### config.mk
export PLATFORM = sky130hd
export DESIGN_NAME = rpn_stack_calculator
export DESIGN_NICKNAME = d
export VERILOG_FILES = /design/src/rtl/core/rsc_pkg.sv /design/src/rtl/core/rsc_stack_mem.sv /design/src/rtl/core/rsc_divider.sv /design/src/rtl/core/rpn_stack_calculator.sv
export VERILOG_INCLUDE_DIRS = /design/src /design/src/rtl/core
export SDC_FILE = /design/constraint.sdc
export NUM_CORES = 2
export LEC_CHECK = 0
export ABC_CLOCK_PERIOD_IN_PS = 21600
export BUFFER_PORTS_ARGS = -buffer_cell sky130_fd_sc_hd__buf_4
export CAP_MARGIN = 30
export CORE_ASPECT_RATIO = 0.6
export CORE_MARGIN = 2
export CORE_UTILIZATION = 60
export DETAILED_ROUTE_END_ITERATION = 6
export GPL_TIMING_DRIVEN = 0
export PLACE_DENSITY_LB_ADDON = 0.1
export SYNTH_ARGS = -nofsm -noshare
export SYNTH_HDL_FRONTEND = slang
export SYNTH_SLANG_ARGS = --single-unit
### constraint.sdc
create_clock -name aclk -period 21.6 [get_ports aclk]
set_clock_uncertainty 0.05 [all_clocks]
set_input_delay 4.32 -clock aclk [delete_from_list [all_inputs] [get_ports aclk]]
set_output_delay 4.32 -clock aclk [all_outputs]
set_load 0.02 [all_outputs]
### src/rtl/core/rpn_stack_calculator_macros.svh
// Assertion macros shared by the RPN calculator RTL.
// Expects a clock named aclk and an active-low reset named aresetn in scope.
`ifndef RPN_STACK_CALCULATOR_MACROS_SVH
`define RPN_STACK_CALCULATOR_MACROS_SVH

// Same-cycle implication, checked outside reset.
`define RSC_ASSERT_IMP(label, ante, cons, msg) \
    label: assert property (@(posedge aclk) disable iff (!aresetn) (ante) |-> (cons)) \
        else $error(msg);

// Next-cycle implication, checked outside reset.
`define RSC_ASSERT_NXT(label, ante, cons, msg) \
    label: assert property (@(posedge aclk) disable iff (!aresetn) (ante) |=> (cons)) \
        else $error(msg);

`endif

### src/rtl/core/rsc_pkg.sv
// Shared types and constants for the RPN stack calculator.
// No dependencies; every RTL file of the calculator imports it.
package rsc_pkg;

    localparam int WORD_W              = 32;
    localparam int OPCODE_W            = 3;
    localparam int DEPTH_W             = 5;
    localparam int STATUS_W            = 2;
    localparam int DEFAULT_STACK_DEPTH = 16;
    localparam int S_TDATA_W           = 32;
    localparam int M_TDATA_W           = 40;

    localparam logic [OPCODE_W-1:0] OP_PUSH = 3'd0;
    localparam logic [OPCODE_W-1:0] OP_ADD  = 3'd1;
    localparam logic [OPCODE_W-1:0] OP_SUB  = 3'd2;
    localparam logic [OPCODE_W-1:0] OP_MUL  = 3'd3;
    localparam logic [OPCODE_W-1:0] OP_DIV  = 3'd4;

    typedef enum logic [STATUS_W-1:0] {
        ST_OK,
        ST_UNDER,
        ST_OVER,
        ST_DIVZERO
    } status_t;

    // Divider handshake back to the sequencer.
    typedef struct packed {
        logic busy;
        logic done;
    } div_status_t;

endpackage

### src/rtl/core/rsc_stack_mem.sv
// Operand stack storage: one write port, one read port, registered read data.
// Depends on rsc_pkg for the word width.
module rsc_stack_mem #(
    parameter int DEPTH  = rsc_pkg::DEFAULT_STACK_DEPTH,
    parameter int ADDR_W = $clog2(DEPTH)
) (
    input  logic                       aclk,
    input  logic                       wr_en,
    input  logic [ADDR_W-1:0]          wr_addr,
    input  logic [rsc_pkg::WORD_W-1:0] wr_data,
    input  logic                       rd_en,
    input  logic [ADDR_W-1:0]          rd_addr,
    output logic [rsc_pkg::WORD_W-1:0] rd_data
);
    import rsc_pkg::*;

    logic [WORD_W-1:0] mem [DEPTH];
    logic [WORD_W-1:0] rd_data_reg;

    always_ff @(posedge aclk) begin
        if (wr_en) begin
            mem[wr_addr] <= wr_data;
        end
    end

    always_ff @(posedge aclk) begin
        if (rd_en) begin
            rd_data_reg <= mem[rd_addr];
        end
    end

    assign rd_data = rd_data_reg;

endmodule

### src/rtl/core/rsc_divider.sv
// Signed 32-bit divider, truncating toward zero, one quotient bit per cycle.
// Depends on rsc_pkg and the shared assertion macros.
`include "rpn_stack_calculator_macros.svh"

module rsc_divider (
    input  logic                        aclk,
    input  logic                        aresetn,
    input  logic                        start,
    input  logic [rsc_pkg::WORD_W-1:0]  dividend,
    input  logic [rsc_pkg::WORD_W-1:0]  divisor,
    output rsc_pkg::div_status_t        stat,
    output logic [rsc_pkg::WORD_W-1:0]  quotient
);
    import rsc_pkg::*;

    localparam int CNT_W = $clog2(WORD_W);
    localparam logic [CNT_W-1:0] LAST_STEP = CNT_W'(WORD_W - 1);

    logic               busy_reg;
    logic               done_reg;
    logic [CNT_W-1:0]   step_reg;
    logic [WORD_W-1:0]  rem_reg;
    logic [WORD_W-1:0]  quo_reg;
    logic [WORD_W-1:0]  dvs_reg;
    logic               neg_reg;

    logic [WORD_W-1:0]  mag_a;
    logic [WORD_W-1:0]  mag_b;
    logic [WORD_W:0]    shifted;
    logic [WORD_W:0]    trial;
    logic               fits;
    logic               last_step;

    assign mag_a     = dividend[WORD_W-1] ? (~dividend + 1'b1) : dividend;
    assign mag_b     = divisor[WORD_W-1]  ? (~divisor + 1'b1)  : divisor;
    assign shifted   = {rem_reg, quo_reg[WORD_W-1]};
    assign trial     = shifted - {1'b0, dvs_reg};
    assign fits      = (shifted >= {1'b0, dvs_reg});
    assign last_step = busy_reg && (step_reg == LAST_STEP);

    always_ff @(posedge aclk) begin
        if (!aresetn) begin
            busy_reg <= 1'b0;
            done_reg <= 1'b0;
            step_reg <= '0;
        end else begin
            // Done pulses for one cycle right after the last quotient bit.
            done_reg <= last_step && !start;
            if (start) begin
                busy_reg <= 1'b1;
                step_reg <= '0;
                rem_reg  <= '0;
                quo_reg  <= mag_a;
                dvs_reg  <= mag_b;
                neg_reg  <= dividend[WORD_W-1] ^ divisor[WORD_W-1];
            end else if (busy_reg) begin
                rem_reg  <= fits ? trial[WORD_W-1:0] : shifted[WORD_W-1:0];
                quo_reg  <= {quo_reg[WORD_W-2:0], fits};
                step_reg <= step_reg + 1'b1;
                if (step_reg == LAST_STEP) begin
                    busy_reg <= 1'b0;
                end
            end
        end
    end

    assign stat.busy = busy_reg;
    assign stat.done = done_reg;
    assign quotient  = neg_reg ? (~quo_reg + 1'b1) : quo_reg;

    `RSC_ASSERT_IMP(a_done_not_busy, done_reg, !busy_reg, "divider done while still busy")
    `RSC_ASSERT_NXT(a_start_busy, start, busy_reg && (step_reg == '0), "division not started")
    `RSC_ASSERT_NXT(a_last_done, last_step && !start, done_reg, "missing done")
    `RSC_ASSERT_IMP(a_no_restart, start, !busy_reg, "divider restarted mid division")

endmodule

### src/rtl/core/rpn_stack_calculator.sv
// Top level of the RPN integer stack calculator.
// Depends on rsc_pkg, rsc_stack_mem, rsc_divider and the shared assertion macros.
//
// One item on the input stream is one already-tokenized RPN token: s_tuser carries
// the opcode (push, add, subtract, multiply, divide) and s_tdata the signed 32-bit
// value that a push places on the stack. An operator pops b, then a, and pushes
// a op b; add, subtract and multiply wrap modulo 2^32, and divide truncates toward
// zero (the most negative value divided by -1 wraps to itself). Every input item
// yields exactly one output item holding the top of the stack (zero when empty),
// the depth masked to five bits, and a status. Underflow, overflow and divide by
// zero leave the stack untouched and are only flagged; unknown opcodes are ignored
// with status ok. The stack entries sit in a one-port-read, one-port-write memory
// with registered read data, while the top entry is also kept in a register,
// so an operator needs a single memory read of the entry below the top. Items are
// handled one at a time: a push, an overflow, an underflow or an ignored opcode
// goes straight to the finish state; add, subtract, multiply and a divide by zero
// first pass through the read state for the memory read, and divide also waits in
// the divide state for the divider, which retires one quotient bit per cycle. A new
// item is accepted as soon as the previous one has been moved into the output
// register, even while that result still waits for m_tready; the memory needs no
// clearing after reset, since only entries below the current depth are ever read.
`include "rpn_stack_calculator_macros.svh"

module rpn_stack_calculator #(
    parameter int STACK_DEPTH = rsc_pkg::DEFAULT_STACK_DEPTH
) (
    input  logic                          aclk,
    input  logic                          aresetn,
    // Input items.
    input  logic                          s_tvalid,
    output logic                          s_tready,
    input  logic [rsc_pkg::S_TDATA_W-1:0] s_tdata,   // [31:0] value
    input  logic [rsc_pkg::OPCODE_W-1:0]  s_tuser,   // [2:0] opcode
    // Result items.
    output logic                          m_tvalid,
    input  logic                          m_tready,
    output logic [rsc_pkg::M_TDATA_W-1:0] m_tdata    // [31:0] top_value, [36:32] depth,
                                                     // [38:37] status, [39] always 0
);
    import rsc_pkg::*;

    localparam int ADDR_W = $clog2(STACK_DEPTH);
    localparam int CNT_W  = $clog2(STACK_DEPTH + 1);
    localparam logic [CNT_W-1:0] FULL_COUNT = CNT_W'(STACK_DEPTH);
    localparam logic [CNT_W-1:0] TWO        = CNT_W'(2);

    typedef enum logic [1:0] {
        S_IDLE,
        S_READ,
        S_DIV,
        S_FINISH
    } state_t;

    state_t              state_reg;
    logic [CNT_W-1:0]    count_reg;
    logic [WORD_W-1:0]   tos_reg;
    logic [OPCODE_W-1:0] op_reg;
    logic [WORD_W-1:0]   val_reg;
    logic [WORD_W-1:0]   res_reg;
    status_t             status_reg;
    logic                push_reg;
    logic                pop_reg;
    logic                m_tvalid_reg;
    logic [M_TDATA_W-1:0] m_tdata_reg;

    logic                s_accept;
    logic                out_free;
    logic                commit;
    logic [CNT_W-1:0]    count_next;
    logic [WORD_W-1:0]   tos_next;

    logic                mem_wr_en;
    logic [ADDR_W-1:0]   mem_wr_addr;
    logic [WORD_W-1:0]   mem_wr_data;
    logic [ADDR_W-1:0]   mem_rd_addr;
    logic [WORD_W-1:0]   mem_rd_data;

    logic                div_start;
    div_status_t         div_stat;
    logic [WORD_W-1:0]   div_quotient;

    logic                over_commit;
    logic                under_commit;
    logic                div_wait;

    assign s_tready = (state_reg == S_IDLE);
    assign s_accept = s_tvalid && s_tready;
    assign out_free = !m_tvalid_reg || m_tready;
    assign commit   = (state_reg == S_FINISH) && out_free;

    // The stack after this item: push grows it, a completed operator shrinks it
    // by one and replaces the new top with the result.
    always_comb begin
        count_next = count_reg;
        tos_next   = tos_reg;
        if (push_reg) begin
            count_next = count_reg + 1'b1;
            tos_next   = val_reg;
        end else if (pop_reg) begin
            count_next = count_reg - 1'b1;
            tos_next   = res_reg;
        end
    end

    // Only the entry below the top is ever read; writes happen on commit, so a
    // read and a write to the same entry never overlap.
    assign mem_rd_addr = ADDR_W'(count_reg - TWO);
    assign mem_wr_en   = commit && (push_reg || pop_reg);
    assign mem_wr_addr = push_reg ? ADDR_W'(count_reg) : ADDR_W'(count_reg - TWO);
    assign mem_wr_data = push_reg ? val_reg : res_reg;

    assign div_start = (state_reg == S_READ) && (op_reg == OP_DIV) && (tos_reg != '0);

    rsc_stack_mem #(
        .DEPTH  (STACK_DEPTH),
        .ADDR_W (ADDR_W)
    ) u_stack_mem (
        .aclk    (aclk),
        .wr_en   (mem_wr_en),
        .wr_addr (mem_wr_addr),
        .wr_data (mem_wr_data),
        .rd_en   (s_accept),
        .rd_addr (mem_rd_addr),
        .rd_data (mem_rd_data)
    );

    rsc_divider u_divider (
        .aclk     (aclk),
        .aresetn  (aresetn),
        .start    (div_start),
        .dividend (mem_rd_data),
        .divisor  (tos_reg),
        .stat     (div_stat),
        .quotient (div_quotient)
    );

    always_ff @(posedge aclk) begin
        if (!aresetn) begin
            state_reg    <= S_IDLE;
            count_reg    <= '0;
            m_tvalid_reg <= 1'b0;
            push_reg     <= 1'b0;
            pop_reg      <= 1'b0;
        end else begin
            // A new result refills the output register in the same cycle that
            // the waiting one is taken.
            if (commit) begin
                m_tvalid_reg <= 1'b1;
            end else if (m_tvalid_reg && m_tready) begin
                m_tvalid_reg <= 1'b0;
            end
            case (state_reg)
                S_IDLE: begin
                    // push_reg and pop_reg are already low here.
                    if (s_accept) begin
                        op_reg  <= s_tuser;
                        val_reg <= s_tdata;
                        case (s_tuser)
                            OP_PUSH: begin
                                state_reg <= S_FINISH;
                                if (count_reg == FULL_COUNT) begin
                                    status_reg <= ST_OVER;
                                end else begin
                                    status_reg <= ST_OK;
                                    push_reg   <= 1'b1;
                                end
                            end
                            OP_ADD, OP_SUB, OP_MUL, OP_DIV: begin
                                if (count_reg < TWO) begin
                                    status_reg <= ST_UNDER;
                                    state_reg  <= S_FINISH;
                                end else begin
                                    status_reg <= ST_OK;
                                    pop_reg    <= 1'b1;
                                    state_reg  <= S_READ;
                                end
                            end
                            default: begin
                                // Unknown opcode: no change, status ok.
                                status_reg <= ST_OK;
                                state_reg  <= S_FINISH;
                            end
                        endcase
                    end
                end
                S_READ: begin
                    // a is the entry read from memory, b the registered top.
                    case (op_reg)
                        OP_ADD: begin
                            res_reg   <= mem_rd_data + tos_reg;
                            state_reg <= S_FINISH;
                        end
                        OP_SUB: begin
                            res_reg   <= mem_rd_data - tos_reg;
                            state_reg <= S_FINISH;
                        end
                        OP_MUL: begin
                            res_reg   <= WORD_W'(mem_rd_data * tos_reg);
                            state_reg <= S_FINISH;
                        end
                        OP_DIV: begin
                            if (tos_reg == '0) begin
                                status_reg <= ST_DIVZERO;
                                pop_reg    <= 1'b0;
                                state_reg  <= S_FINISH;
                            end else begin
                                state_reg <= S_DIV;
                            end
                        end
                        default: begin
                            pop_reg   <= 1'b0;
                            state_reg <= S_FINISH;
                        end
                    endcase
                end
                S_DIV: begin
                    if (div_stat.done) begin
                        res_reg   <= div_quotient;
                        state_reg <= S_FINISH;
                    end
                end
                S_FINISH: begin
                    if (out_free) begin
                        count_reg    <= count_next;
                        tos_reg      <= tos_next;
                        m_tdata_reg  <= {1'b0, status_reg, DEPTH_W'(count_next),
                                         (count_next != '0) ? tos_next : '0};
                        push_reg     <= 1'b0;
                        pop_reg      <= 1'b0;
                        state_reg    <= S_IDLE;
                    end
                end
                default: state_reg <= S_IDLE;
            endcase
        end
    end

    assign m_tvalid = m_tvalid_reg;
    assign m_tdata  = m_tdata_reg;

    assign over_commit  = commit && (status_reg == ST_OVER);
    assign under_commit = commit && (status_reg == ST_UNDER);
    assign div_wait     = (state_reg == S_DIV);

    `RSC_ASSERT_IMP(a_count_bound, 1'b1, count_reg <= FULL_COUNT, "stack count beyond depth")
    `RSC_ASSERT_IMP(a_no_push_pop, 1'b1, !(push_reg && pop_reg), "push and pop both pending")
    `RSC_ASSERT_IMP(a_over_full, over_commit, count_reg == FULL_COUNT, "overflow below full")
    `RSC_ASSERT_IMP(a_under_short, under_commit, count_reg < TWO, "underflow with two entries")
    `RSC_ASSERT_IMP(a_div_idle, div_wait, div_stat.busy || div_stat.done, "divider idle")

endmodule
Word-level counts from Yosys, hierarchy flattened

Memories as Yosys holds them, arrays and structs flattened. A register that Yosys moved wholly into a read port is not among the register bits.
Index checks and enable logic that the tools add are counted.

$add $sub $neg: 10
Muxes and demuxes: 49
$mul: 1
Bitwise logic cells: 5
Eq/ne operators: 25
Magnitude comparators: 2
Reduce and logical (&&, ||, !) cells: 36

Operators by type and width:

| operator                                            | count |
|---|---|
| two-way mux 32 bit                                  | 10 |
| adder 32 x 1 -> 32 bit, second input constant       | 3 |
| inverter 32 bit                                     | 3 |
| case mux 32 bit (3 select lines)                    | 1 |
| case mux 32 bit (2 select lines)                    | 1 |
| subtractor 32 bit                                   | 2 |
| greater-or-equal comparator 33 x 32 -> 1 bit        | 1 |
| adder 32 bit                                        | 1 |
| zero test 32 bit                                    | 1 |
| multiplier 32 x 32 -> 32 bit                        | 1 |
| nonzero test 32 bit                                 | 1 |
| two-way mux 31 bit                                  | 1 |
| two-way mux 1 bit                                   | 18 |
| two-way mux 2 bit                                   | 9 |
| equality test 3 x 2 -> 1 bit, second input constant | 4 |
| != test 2 x 1 -> 1 bit, second input constant       | 6 |
| adder 5 x 1 -> 5 bit, second input constant         | 2 |
| equality test 5 bit, second input constant          | 2 |
| two-way mux 5 bit                                   | 2 |
| AND reduction 5 bit                                 | 2 |
| nonzero test 2 bit                                  | 5 |
| AND reduction 3 bit                                 | 3 |
| logical AND 1 bit                                   | 8 |
| != test 2 bit, second input constant                | 4 |
| 28 further kinds                                    | 37 |

Input port bits: 39
Flip-flop bits (word level): 254
Bits in writable memories: 512
Memories kept: 1

Memories:

| memory          | words | bits a word | read ports | clocked after memory_dff | wr ports | line                | source |
|---|---|---|---|---|---|---|---|
| u_stack_mem.mem | 16    | 32          | 1          | 1                        | 1        | rsc_stack_mem.sv:17 | `logic [WORD_W-1:0] mem [DEPTH];` |

Depth between registers and ports, before layout

Depth after elaboration: 6
Gate-level depth with buffers: 29
Depth with buffers taken out: 26

By module

From an unflattened synthesis, not the netlist that was laid out.

Cells, all modules: 4347
Area total of the unflattened synthesis: 52843.2 sq um

By module, submodules not included:

| module               | cells each | area each (sq um) | instances |
|---|---|---|---|
| rpn_stack_calculator | 2696       | 25051.5           | 1 |
| rsc_stack_mem        | 838        | 20156.8           | 1 |
| rsc_divider          | 813        | 7634.8            | 1 |

Worst setup path after synthesis

Ideal clock, no wire load.

Kind: register -> register
From: register tos_reg[5]
To: register res_reg[31] (data pin)
Path slack: 14.385 ns
Data required time: 21.283 ns
Stages on the path, launching flop included: 28
Arrival time: 6.899 ns
Cells stage by stage: edfxtp_1 -> clkbuf_1 -> clkbuf_1 -> and2_1 -> fa_1 -> fa_1 -> fa_1 -> inv_1 -> fa_1 -> inv_1 -> fa_1 -> inv_1 -> fa_1 -> inv_1 -> fa_1 -> fa_1 -> ha_1 -> clkbuf_1 -> a21oi_1 -> nor2_1 -> nor3_1 -> o31ai_1 -> a22oi_1 -> o21bai_1 -> a211o_1 -> o31ai_1 -> xnor2_1 -> a221oi_1

Longest elaborated chain between the ends: 3
Elaborated cells between the ends (all ways): 5

RTL lines:

| what                                                 | line                        | source |
|---|---|---|
| start: declaration                                   | rpn_stack_calculator.sv:56  | `logic [WORD_W-1:0] tos_reg;` |
| start signal: assignment                             | rpn_stack_calculator.sv:225 | `tos_reg <= tos_next;` |
| multiplier 32 x 32 -> 32 bit (tied with other cells) | rpn_stack_calculator.sv:198 | `res_reg <= WORD_W'(mem_rd_data * tos_reg);` |
| case mux 32 bit (3 select lines) *                   | rpn_stack_calculator.sv:188 | `case (op_reg)` |
| case mux 32 bit (2 select lines) *                   | rpn_stack_calculator.sv:152 | `case (state_reg)` |
| end signal: assignment                               | rpn_stack_calculator.sv:190 | `res_reg <= mem_rd_data + tos_reg;` |
| end signal: assignment                               | rpn_stack_calculator.sv:194 | `res_reg <= mem_rd_data - tos_reg;` |
| end signal: assignment                               | rpn_stack_calculator.sv:198 |  |
| end: declaration                                     | rpn_stack_calculator.sv:59  | `logic [WORD_W-1:0] res_reg;` |

Mark *: on every way between the ends. The rest lies on a longest branch, timed or not.
A chain may end at the register's enable or synchronous reset.

Worst setup path in the final report

From: register u_stack_mem.rd_data_reg[3], in the netlist u_stack_mem.rd_data[3], read port of u_stack_mem.mem
To: register res_reg[21] (data pin)

Longest elaborated chain between the ends: 3
Elaborated cells between the ends (all ways): 5

RTL lines:

| what                                                 | line                        | source |
|---|---|---|
| start: declaration                                   | rsc_stack_mem.sv:18         | `logic [WORD_W-1:0] rd_data_reg;` |
| multiplier 32 x 32 -> 32 bit (tied with other cells) | rpn_stack_calculator.sv:198 |  |
| case mux 32 bit (3 select lines) *                   | rpn_stack_calculator.sv:188 |  |
| case mux 32 bit (2 select lines) *                   | rpn_stack_calculator.sv:152 |  |

Marks and branches as above.

==> qor.txt <==
GRT
------------------------------------------------------------------------------------
Vias in the first global route                                                 35700
Global-route congestion overflow total                                             0
Largest net degree at the start of global routing                                 59
Total routing resource utilization after global routing                        0.434
Initial antenna violation count                                                   21
Global-route wire length before repair                                     267000 µm

ROUTING
------------------------------------------------------------------------------------
Iteration-0 DRC Markers                                                         6084
Count of antenna-violating nets left after detailed routing                        0
Detailed-route wire length                                                 190000 µm
Overall via count from detail_route                                            37200
Routed wire length per instance                                              33.6 µm
Post-route DRC                                                                     0
Post-detailed-route via-to-cell ratio                                           6.59
Number of iterations in the first detailed-routing pass                            6

CLOCKING
------------------------------------------------------------------------------------
H-Tree Depth                                                                       3
Root Buffer                                                             sky130_fd_sc_hd__clkbuf_16
Total clock sinks                                                                798
Buffers from clock root to sink, at most                                           3
Reg clk slew, reported paths                                                 0.07 ns
Later-pin clock latency in the skew report                                   0.69 ns
CTS tree                                                                         yes
Post-CTS Repair Setup Buffers                                                      0
Number of buffers added to fix hold violations after cts                           0
Clock buffers created by TritonCTS                                                76
Resized cells post-CTS                                                             0

PLACEMENT
------------------------------------------------------------------------------------
Count of buffers from port buffering                                              79
Cell Count Post-Placement                                                       5491
Post-detailed-placement cell area                                          55800 µm²
GP Congestion                                                                   1.08
Detailed placer's ending HPWL                                              147000 µm

TIMING
------------------------------------------------------------------------------------
Number of hold violations in the final report                                      0
Max Clock Freq                                                              97.9 MHz
Minimum clock period after layout                                           10.21 ns
Unrepaired setup endpoints after global routing                                   no
Tcrit/Tclk final                                                               0.473
Pins Over Slew Limit                                                               0
Hold Slack                                                                  0.391 ns
TNS Setup                                                                       0 ns
Slew margin rel.                                                               0.204
Endpoints failing setup                                                            0
Least-Margin Pin Slew                                                        1.19 ns

FINAL LAYOUT
------------------------------------------------------------------------------------
Post-route insts no fill                                                        5654
Layout overhead on the synthesized area                                        11.8%
Post-layout net count                                                           5089
Share of final-layout standard cells stronger than drive strength 1            0.114
Post-route cell area                                                       58500 µm²
Max reg flops                                                                    512

CRITICAL PATH
------------------------------------------------------------------------------------
Origin of the worst setup path                                          u_stack_mem.rd_data[3]$_DFFE_PP_
Most frequent cell on the critical path                                 sky130_fd_sc_hd__fa_1
Critical path destination                                               res_reg[21]$_DFFE_PP_
Crit path kind                                                          flip-flop to flip-flop
Reg-to-reg critical path endpoint                                       res_reg[21]$_DFFE_PP_
Worst-path maximum fanout                                                         10
Kind of cell adding the most delay to the critical path                  adder cells
Cell at the slowest stage of the critical path                          sky130_fd_sc_hd__clkbuf_1
Number of cells on the critical path                                              25
Endpoint kind of the worst setup timing path                               flip-flop
Critical register-to-register path startpoint                           u_stack_mem.rd_data[3]$_DFFE_PP_
Data arrival time of the critical path                                      10.52 ns
Crit path buffers/inverters                                                        6
Data required time of the critical path                                     21.91 ns
Worst Setup Start Kind                                                     flip-flop
R2R Setup Slk                                                               11.39 ns
Crit-path max cell delay                                                     0.74 ns
Worst Reg-to-Reg Cells                                                            25

LOGIC SYNTHESIS
------------------------------------------------------------------------------------
Area share of xor/xnor cells in the synthesized design                        0.0440
Cell type contributing the most total cell area after synthesis         sky130_fd_sc_hd__edfxtp_1
Average cell area after synthesis                                           12.5 µm²
Post-synthesis simple-gate area fraction                                       0.101
Synthesis Warnings                                                                 0
Register area share after synthesis                                            0.455
Compound-cell area share of the yosys netlist                                 0.0634
Count of distinct cell types in the synthesized netlist                           77
Post-synth net total                                                            4828
Largest cells by area after synthesis                                   sky130_fd_sc_hd__edfxtp_1 45%, sky130_fd_sc_hd__fa_1 16%, sky130_fd_sc_hd__mux4_2 6.9%
Synth Area in Adders                                                           0.205
Combinational family with the most area after synthesis                  adder cells
Area share of the largest cell type after synthesis                            0.448
Share of synthesized area spent on multiplexers                               0.0804
Mapped cell area                                                           52300 µm²
Proportion of synthesized flip-flops having asynchronous set or reset              0
Total of flip-flops plus latches after synthesis                                 798
Number of synthesized flops with an enable pin                                   781
Ys flop type                                                            sky130_fd_sc_hd__edfxtp_1
Number of standard cells after synthesis                                        4178

FLOORPLANNING
------------------------------------------------------------------------------------
Number of core rows                                                               83
Starting density of the core                                                   0.608
Top-level I/O count                                                               81
Die boundary width                                                            385 µm
Height of the chip                                                            233 µm
Core region area                                                           86000 µm²
Area of the die                                                            89700 µm²

FLOW RUN
------------------------------------------------------------------------------------
Max-cap violations                                                                 0

OUTCOME
------------------------------------------------------------------------------------
Status                                                                  finished, final reports clean

HOLD PATH
------------------------------------------------------------------------------------
Path category of the worst min-delay check                              flip-flop to flip-flop

==> cell families (layout without fill, tap and decap cells) <==
group	Yosys count	count (layout)
other cells	1	11
compound gates	513	513
flops	798	798
buf+inv	716	1035
fa+ha+maj	611	611
mux	220	220
simple gates	1056	1056
xor+xnor	263	263
==> stage by stage <==
stage	util	worst slack (ns)
after floorplan	-	14.38
after global placement	0.632	11.55
after detailed placement	0.649	12.02
after CTS	0.677	11.98
after global routing	0.680	11.38
final	0.680	11.39
==> layout make-up <==
class	instances	area (µm²)
diodes	10	25.0
plain buffers	243	925
clock buffers	99	2060
clock inverters	37	338
fillers	6285	27500
inverters	473	1780
multi-input cells	2664	26000
flip-flops and latches	798	23800
well taps	1147	1440
repair buffers	183	2130
==> synthesized netlist by cell type (all sizes together) (25+ instances only) <==
master	n
o31a	35
nor2	136
nand2	405
mux4	160
xnor2	140
xor2	123
and2	320
buf	31
or3	36
a211oi	39
edfxtp	781
a21oi	92
a21o	27
fa	410
clkbuf	212
mux2i	60
inv	473
nand3	25
o31ai	35
o21ai	176
ha	201
==> metal layers <==
metal,up-vias,track usage,part of all wire
met5,-,0,0.0021
met4,12,0.0964,0.024
met3,267,0.220,0.19
met2,3183,0.533,0.37
met1,18800,0.674,0.41
li1,15000,-,-
==> worst min path at each step <==
| stage | startpoint | end | slack [ns] | cells past startpoint |
|---|---|---|---|---|
| floorplan | status_reg[0]$_SDFFCE_PP1P_ | m_tdata[37]$_DFFE_PP_ | 0.35 | 0 |
| global placement | status_reg[0]$_SDFFCE_PP1P_ | m_tdata[37]$_DFFE_PP_ | 0.38 | 0 |
| detailed placement | status_reg[1]$_SDFFCE_PP1P_ | m_tdata[38]$_DFFE_PP_ | 0.35 | 0 |
| CTS | status_reg[1]$_SDFFCE_PP1P_ | m_tdata[38]$_DFFE_PP_ | 0.40 | 0 |
| global route | status_reg[0]$_SDFFCE_PP1P_ | m_tdata[37]$_DFFE_PP_ | 0.40 | 0 |
| finish | status_reg[1]$_SDFFCE_PP1P_ | m_tdata[38]$_DFFE_PP_ | 0.39 | 0 |
==> layout by cell type (no fill, tap or decap), types with 13 or more instances in the layout <==
cell type	count
sky130_fd_sc_hd__o31a_1	35
sky130_fd_sc_hd__buf_8	40
sky130_fd_sc_hd__clkbuf_16	78
sky130_fd_sc_hd__buf_4	89
sky130_fd_sc_hd__or3_1	34
sky130_fd_sc_hd__a211oi_1	39
sky130_fd_sc_hd__nand2b_1	21
sky130_fd_sc_hd__clkbuf_1	228
sky130_fd_sc_hd__a21o_1	27
sky130_fd_sc_hd__nor2_1	120
sky130_fd_sc_hd__nor3_1	20
sky130_fd_sc_hd__fa_1	410
sky130_fd_sc_hd__o31ai_1	35
sky130_fd_sc_hd__o21ai_0	143
sky130_fd_sc_hd__nor2_4	16
sky130_fd_sc_hd__nand3_1	25
sky130_fd_sc_hd__inv_1	473
sky130_fd_sc_hd__ha_1	201
sky130_fd_sc_hd__edfxtp_1	781
sky130_fd_sc_hd__or4_1	17
sky130_fd_sc_hd__buf_1	23
sky130_fd_sc_hd__a21oi_1	92
sky130_fd_sc_hd__buf_12	19
sky130_fd_sc_hd__nand2_1	405
sky130_fd_sc_hd__dfxtp_1	17
sky130_fd_sc_hd__buf_6	28
sky130_fd_sc_hd__xnor2_1	140
sky130_fd_sc_hd__mux4_2	160
sky130_fd_sc_hd__o21ai_1	28
sky130_fd_sc_hd__and2_1	318
sky130_fd_sc_hd__xor2_1	122
sky130_fd_sc_hd__nor2b_1	18
sky130_fd_sc_hd__mux2i_1	60
sky130_fd_sc_hd__o21a_1	13
Power is not shown: default switching activity piles up to over one toggle a cycle in this logic, so the estimate is an artifact.
